===== src/hdl/stbs_pkg.sv =====
// stbs_pkg: shared types, sizes and codes for the sorted table bound search
// used by stbs_table, stbs_cell, sorted_table_bound_search and stbs_checker
// no dependencies
package stbs_pkg;

	localparam int DEPTH      = 1024;
	localparam int VALUE_BITS = 32;
	localparam int ADDR_W     = $clog2(DEPTH);
	localparam int CNT_W      = $clog2(DEPTH + 1);
	// worst-case probe count for a table of DEPTH entries
	localparam int N_STEPS    = CNT_W;
	localparam int POS_W      = 10;

	typedef logic signed [VALUE_BITS-1:0] value_t;
	typedef logic [ADDR_W-1:0]            addr_t;
	typedef logic [CNT_W-1:0]             cnt_t;
	typedef logic [POS_W-1:0]             pos_t;
	typedef logic [1:0]                   mode_t;

	localparam logic OP_APPEND = 1'b0;
	localparam logic OP_QUERY  = 1'b1;

	localparam mode_t MODE_LAST_BELOW        = 2'd0;
	localparam mode_t MODE_FIRST_AT_OR_ABOVE = 2'd1;
	localparam mode_t MODE_LAST_AT_OR_BELOW  = 2'd2;
	localparam mode_t MODE_FIRST_ABOVE       = 2'd3;

	// search window handed from cell to cell
	typedef struct packed {
		logic   valid;
		cnt_t   lo;
		cnt_t   hi;
		logic   right;  // probe data sits on read port b
		value_t key;
		mode_t  mode;
	} step_t;

	typedef struct packed {
		logic found;
		pos_t position;
		logic overflowed;
	} res_t;

	function automatic cnt_t mid_of(cnt_t a, cnt_t b);
		logic [CNT_W:0] s;
		s = {1'b0, a} + {1'b0, b};
		return s[CNT_W:1];
	endfunction

endpackage


===== src/hdl/stbs_cell.sv =====
// stbs_cell: one probe of the bound search, holds a search window in a register
// and hands the narrowed window to the next cell; depends on stbs_pkg
module stbs_cell (
	input  logic             clk,
	input  logic             arst_n,
	input  stbs_pkg::step_t  step_i,
	input  stbs_pkg::value_t rd_a,
	input  stbs_pkg::value_t rd_b,
	output stbs_pkg::step_t  step_o,
	output logic             active,
	output stbs_pkg::addr_t  addr_a,
	output stbs_pkg::addr_t  addr_b
);
	import stbs_pkg::*;

	step_t  st_q;
	value_t probe;
	cnt_t   mid;
	cnt_t   mid_p1;
	cnt_t   mid_l;
	cnt_t   mid_r;
	logic   run;
	logic   incl;
	logic   hit;

	always_ff @(posedge clk or negedge arst_n) begin
		if (!arst_n) begin
			st_q <= '0;
		end else begin
			st_q <= step_i;
		end
	end

	always_comb begin
		probe  = st_q.right ? rd_b : rd_a;
		incl   = (st_q.mode == MODE_LAST_AT_OR_BELOW) || (st_q.mode == MODE_FIRST_ABOVE);
		mid    = mid_of(st_q.lo, st_q.hi);
		mid_p1 = mid + 1'b1;
		run    = st_q.lo < st_q.hi;
		hit    = incl ? (probe <= st_q.key) : (probe < st_q.key);

		step_o       = st_q;
		step_o.right = 1'b0;
		if (run) begin
			if (hit) begin
				step_o.lo    = mid_p1;
				step_o.right = 1'b1;
			end else begin
				step_o.hi = mid;
			end
		end

		// fetch both possible next probes, the next cell picks one
		mid_l  = mid_of(st_q.lo, mid);
		mid_r  = mid_of(mid_p1, st_q.hi);
		addr_a = mid_l[ADDR_W-1:0];
		addr_b = mid_r[ADDR_W-1:0];
	end

	assign active = st_q.valid;

endmodule


===== config.mk =====
export PLATFORM = sky130hd
export DESIGN_NAME = stbs_cell
export DESIGN_NICKNAME = d
export VERILOG_FILES = /design/src/hdl/stbs_pkg.sv /design/src/hdl/stbs_cell.sv
export SDC_FILE = /design/constraint.sdc
export NUM_CORES = 1
export LEC_CHECK = 0
export ABC_CLOCK_PERIOD_IN_PS = 4019
export BUFFER_PORTS_ARGS = -buffer_cell sky130_fd_sc_hd__buf_2
export CAP_MARGIN = 5
export CORE_ASPECT_RATIO = 1.4
export CORE_UTILIZATION = 45
export DETAILED_ROUTE_END_ITERATION = 12
export HOLD_SLACK_MARGIN = 0.06
export PLACE_DENSITY = 0.76
export SYNTH_ARGS = -nofsm -noshare
export SYNTH_HDL_FRONTEND = slang
export SYNTH_SLANG_ARGS = --single-unit

===== constraint.sdc =====
create_clock -name clk -period 4.02 [get_ports clk]
set_input_delay 0 -clock clk [delete_from_list [all_inputs] [get_ports clk]]
set_output_delay 0 -clock clk [all_outputs]
set_load 0.05 [all_outputs]

======== Word-level counts from Yosys, hierarchy flattened ========
Index checks and enable logic that the tools add are counted.
storage, ports and cells
  logic and storage cells ................. 22
  output and inout port bits .............. 79
  bits in registers ....................... 58
operators by class
  muxes and demuxes ....................... 6
  reductions and logical operators ........ 1
  eq/ne operators ......................... 2
  magnitude comparators ................... 3
  add/sub/neg operators ................... 4
operators with widths
  operator                                        number
  <= comparator 32 bit                            1
  < comparator 32 bit                             1
  2-to-1 mux 32 bit                               1
  2-to-1 mux 23 bit                               1
  adder 11 bit                                    2
  2-to-1 mux 11 bit                               2
  adder 11 x 11 -> 12 bit                         1
  adder 11 x 1 -> 11 bit (second input constant)  1
  < comparator 11 bit                             1
  equality test 2 bit (second input constant)     2
  2-to-1 mux 1 bit                                2
  logical OR 1 bit                                1

======== Depth between registers and ports, before layout ========
  depth in word-level cells ............... 5
  depth in mapped cells ................... 16
  depth with buffers taken out ............ 16

======== Worst setup path after synthesis ========
No wires, ideal clock.
  path kind ............................... reg-to-output
  start point ............................. reg st_q[36] (netlist name)
  end point ............................... out addr_b[9]
  slack ................................... 227 ps
  data required time ...................... 4020 ps
  arrival time ............................ 3793 ps
  buffers on the path ..................... 0
  stages on the path, launching flop included .. 16
  cells stage by stage .................... dfrtp_1 -> inv_1 -> fa_1 -> or2_1 -> a21o_1 -> xnor2_1 -> inv_1 -> xnor2_1 -> ha_1 -> a21oi_1 -> nor2b_1 -> o21a_1 -> o41ai_1 -> o21bai_1 -> a21oi_1 -> xnor3_1
between the ends
  longest elaborated chain between the ends .. 3
RTL lines
  element                   RTL line         source
  start: declaration        stbs_cell.sv:16  step_t st_q;
  start signal: assignment  stbs_cell.sv:30  st_q <= step_i;
  adder 11 x 11 -> 12 bit   stbs_pkg.sv:46   s = {1'b0, a} + {1'b0, b};
  adder 11 x 1 -> 11 bit    stbs_cell.sv:38  mid_p1 = mid + 1'b1;
  adder 11 bit *            stbs_pkg.sv:46
  end: declaration          stbs_cell.sv:12  output stbs_pkg::addr_t addr_b
Mark *: on every way between the ends. The rest lies on a longest branch, timed or not.

======== Final worst setup path ========
  start point ............................. reg st_q[35] (netlist name)
  end point ............................... out addr_b[9]
Same word-level chain as after synthesis.

==> results.md <==
- The flow ran to the end, but the final reports show violations.
- The checks that failed: negative setup slack.
- Summed over all cells, the static leakage comes to about 3.6 nW.
- The final worst setup slack is -0.06728 ns.
- IR analysis of the VDD net gives a maximum drop of around 0.00052 V.
- Subtracting the final worst setup slack from the clock period gives around 4.1 ns.
- The transition at the pin with the smallest max-transition slack is ~0.75 ns.
- The worst hold slack is slightly above 0.3 ns.
- The number of CTS-inserted buffers is 9.
- By instance count, the cell type seen most on the critical path is sky130_fd_sc_hd__buf_4.
- Setup repair after global routing could not meet its margin everywhere.
- The leading cell type in the layout, fill and taps excluded is sky130_fd_sc_hd__buf_2.
- The die height is 125.5 um.
- At the worst endpoint, the required time is 4.02 ns.
- The congestion estimate from routability-driven global placement came to approximately 0.90.
- The warning count from the yosys run is 0.
- The largest single stage delay on the critical path is approximately 0.42 ns.
- Setup violations remaining at the end of the flow were counted as 1.
- The total routing usage reported by global routing is about 24%.
- The count of H-tree levels built during CTS is 3.
- Buffers placed on the I/O ports in this run total 202.
- The remaining max-slew budget at the tightest pin is between 40% and 50%.
- The leading register cell type out of synthesis is sky130_fd_sc_hd__dfrtp_1.
- The max capacitance violation total is 0.
- The kind of start point of the critical path is a flop.
- The overall power of the completed layout is 3.263 mW.
- Based on the critical path, the design can be clocked at up to 244.7 MHz.
- The count of vias placed by the detailed router is 4598.
- The tightest min-delay check is of the in -> reg type.
- The largest individual stage delay along the critical path comes from the cell sky130_fd_sc_hd__fa_2.
- The highest net fanout along the worst path is 3.
- Entering global routing, the biggest net connects 59 pins.
- The maximum buffer depth of the clock tree is 2.
- The unique cell type count in the Yosys netlist is 58.
- Data on the critical path arrives at its endpoint at between 4 and 5 ns.
- Yosys mapped a number of flops with a built-in enable equal to 0.
- The post-synthesis register bit count is between 50 and 60.
- The kind of end point of the critical path is an output pin.
- The ratio of cells with drive above 1 in the final layout is 44.50%.
- The average instance in the mapped netlist occupies 10.03 um2.
- In the final design database the tool counted 939 nets.
- The family of cells with the greatest summed delay on the critical path is simple AND/OR/NAND/NOR gates.
- The first detailed-routing pass took 4 iterations.
- The chip width is 90.22 um.
- The placeable core area is between 0.01 and 0.015 mm2.
- The first-pass GRT wire length is approximately 22000 um.
- The register area share after synthesis is 29.60%.
- The critical setup path kind is reg -> out.
- The detailed router finished its first iteration with approximately 150 violations.
- The clock slew seen by the registers of the worst setup and hold paths is ~0.050 ns.
- The critical path goes through nand2_2, fa_2, or2_4, a21o_1, xnor2_2, buf_4, nor4_4, buf_4, nand3_2, xnor2_2, ha_1, nor2_1, nor2_1, o41ai_2, buf_4, o21bai_1, a21oi_1, xnor3_1, buf_6.
- The number of global-route vias before repair was 4801.
- The area growth from synthesis to layout is 43.68%.
- The number of filler instances in the final layout is 750.
- The wire-length estimate of the detail-placed layout is roughly 10000 um.
- Of the available clock period, the critical path in the final layout requires 101.7%.
- Global routing finished with a remaining overflow of 0.
- Counting every instance in the synthesized netlist gives 489.
- The mapped netlist covers slightly below 0.005 mm2.
- The CTS tree is done.
- The floorplan has 44 rows.
- The tree is rooted in a sky130_fd_sc_hd__clkbuf_16.
- The I/O pin total is slightly above 200.
- The remaining antenna violation count is 0.
- The max-slew violation count is 0.
- The proportion of synthesized flip-flops having asynchronous set or reset is 100.0%.
- The starting density of the core is around 47%.
- The combined buffer and inverter count along the critical path is 4.
- The net count after synthesis is 687.
- The total power density per cell area is roughly 460 mW/mm2.
- The remaining routing DRC violations is 0.
- The number of vias per cell is 5.190.
- The area enclosed by the die boundary is ~0.011 mm2.
- The final core area utilization is 67.36%.
- The TritonCTS sink count is 58.
- The final wirelength is 14230 um.
- The hold violation count in the final report was 0.
- In the layout the commonest cells are sky130_fd_sc_hd__buf_2 (197), sky130_fd_sc_hd__ha_1 (67), sky130_fd_sc_hd__inv_1 (59), sky130_fd_sc_hd__dlygate4sd3_1 (59), sky130_fd_sc_hd__dfrtp_1 (58).
- The number of antenna violations at the first check in global routing was 1.
- Dividing the detail-routed wire length by the instance count gives approximately 16 um.
[per-stage QoR]
stage                TNS, ns  setup slack, ns  area [um2]  instances
detailed placement         0           0.1294        5907        801
global route         -0.2387          -0.1992        7043        885
global placement           0           0.1986        5907        801
CTS                        0         0.006599        6892        879
floorplan                  0           0.2267        4903        489
finish              -0.06728         -0.06728        7046        886
[flip-flops by register name (all words and copies together) (netlist names)]
signal / flops
step_o: 34
st_q: 23
active: 1
[worst paths after layout]
check	start	endpoint	depth (start not counted)
max in group asynchronous	arst_n	st_q[48]	3
min in group asynchronous	arst_n	st_q[39]	3
worst max-delay path	st_q[35]	addr_b[9]	19
worst min-delay path	step_i[39]	st_q[39]	2
[final cells by class]
cell class                 instances  area [um2]  share of cell area (%)
antenna                            2       5.005                 0.07104
clock buffer                      10       229.0                   3.250
clock inverter                     6       57.56                  0.8169
inverter                          59       221.5                   3.143
multi-input combinational        328        3110                   44.15
sequential                        58        1451                   20.60
tap                              138       172.7                   2.451
timing repair buffer             285        1798                   25.52
[cell families (layout without fill, tap and decap cells)]
kind of cell	Yosys count	in the layout	share of synthesized area, %
flops	58	58	29.60
compound gates	75	75	10.82
other cells	0	2	0
buf+inv	103	360	10.64
mux	55	55	12.48
xor+xnor	34	34	6.507
fa+ha+maj	74	74	19.34
simple gates	90	90	10.62
[per-layer routing]
metal / wire (um) / global-route usage (%) / vias up
li1: - / - / 2182
met1: 4967 / 22.84 / 2138
met2: 7868 / 48.59 / 243
met3: 963 / 5.718 / 35
met4: 431 / 11.67 / 0
met5: 0 / 0 / -
[repair_timing]
item / 4_1_cts / 5_1_grt
hold endpoints to repair: 116 / 0
buffers inserted: 3 / 5
gates cloned: 0 / 0
hold buffers: 59 / 0
resized for setup: 14 / 26
setup endpoints to repair: 3 / 26
pin swaps: 1 / 10
[power by group]
group | internal, mW | leakage [nW] | total, mW | switching (mW)
logic | 0.656 | 2.78 | 1.88 | 1.22
clock network | 0.475 | 0.142 | 0.745 | 0.270
registers | 0.614 | 0.676 | 0.638 | 0.0233
[synth_stat cells, drive strengths merged (3+ instances only)]
cell type	count	area (um2)
ha	71	888.4
inv	59	221.5
dfrtp	58	1451
mux2	49	551.8
buf	40	285.3
xnor2	26	235.2
nor2	20	75.07
a21oi	19	95.09
nor3	15	85.08
nand2	11	41.29
o21ai	11	55.05
nor2b	10	62.56
nand4	9	62.56
o21a	8	60.06
a21o	7	53.80
xor2	7	61.31
a211oi	6	50.05
mux2i	6	60.06
clkbuf	4	15.01
nand3	4	20.02
o211ai	4	35.03
and3b	3	26.28
fa	3	60.06
nand2b	3	18.77
nor3b	3	22.52
nor4	3	33.78
o31ai	3	22.52
Power figures use the tool's default switching activity.
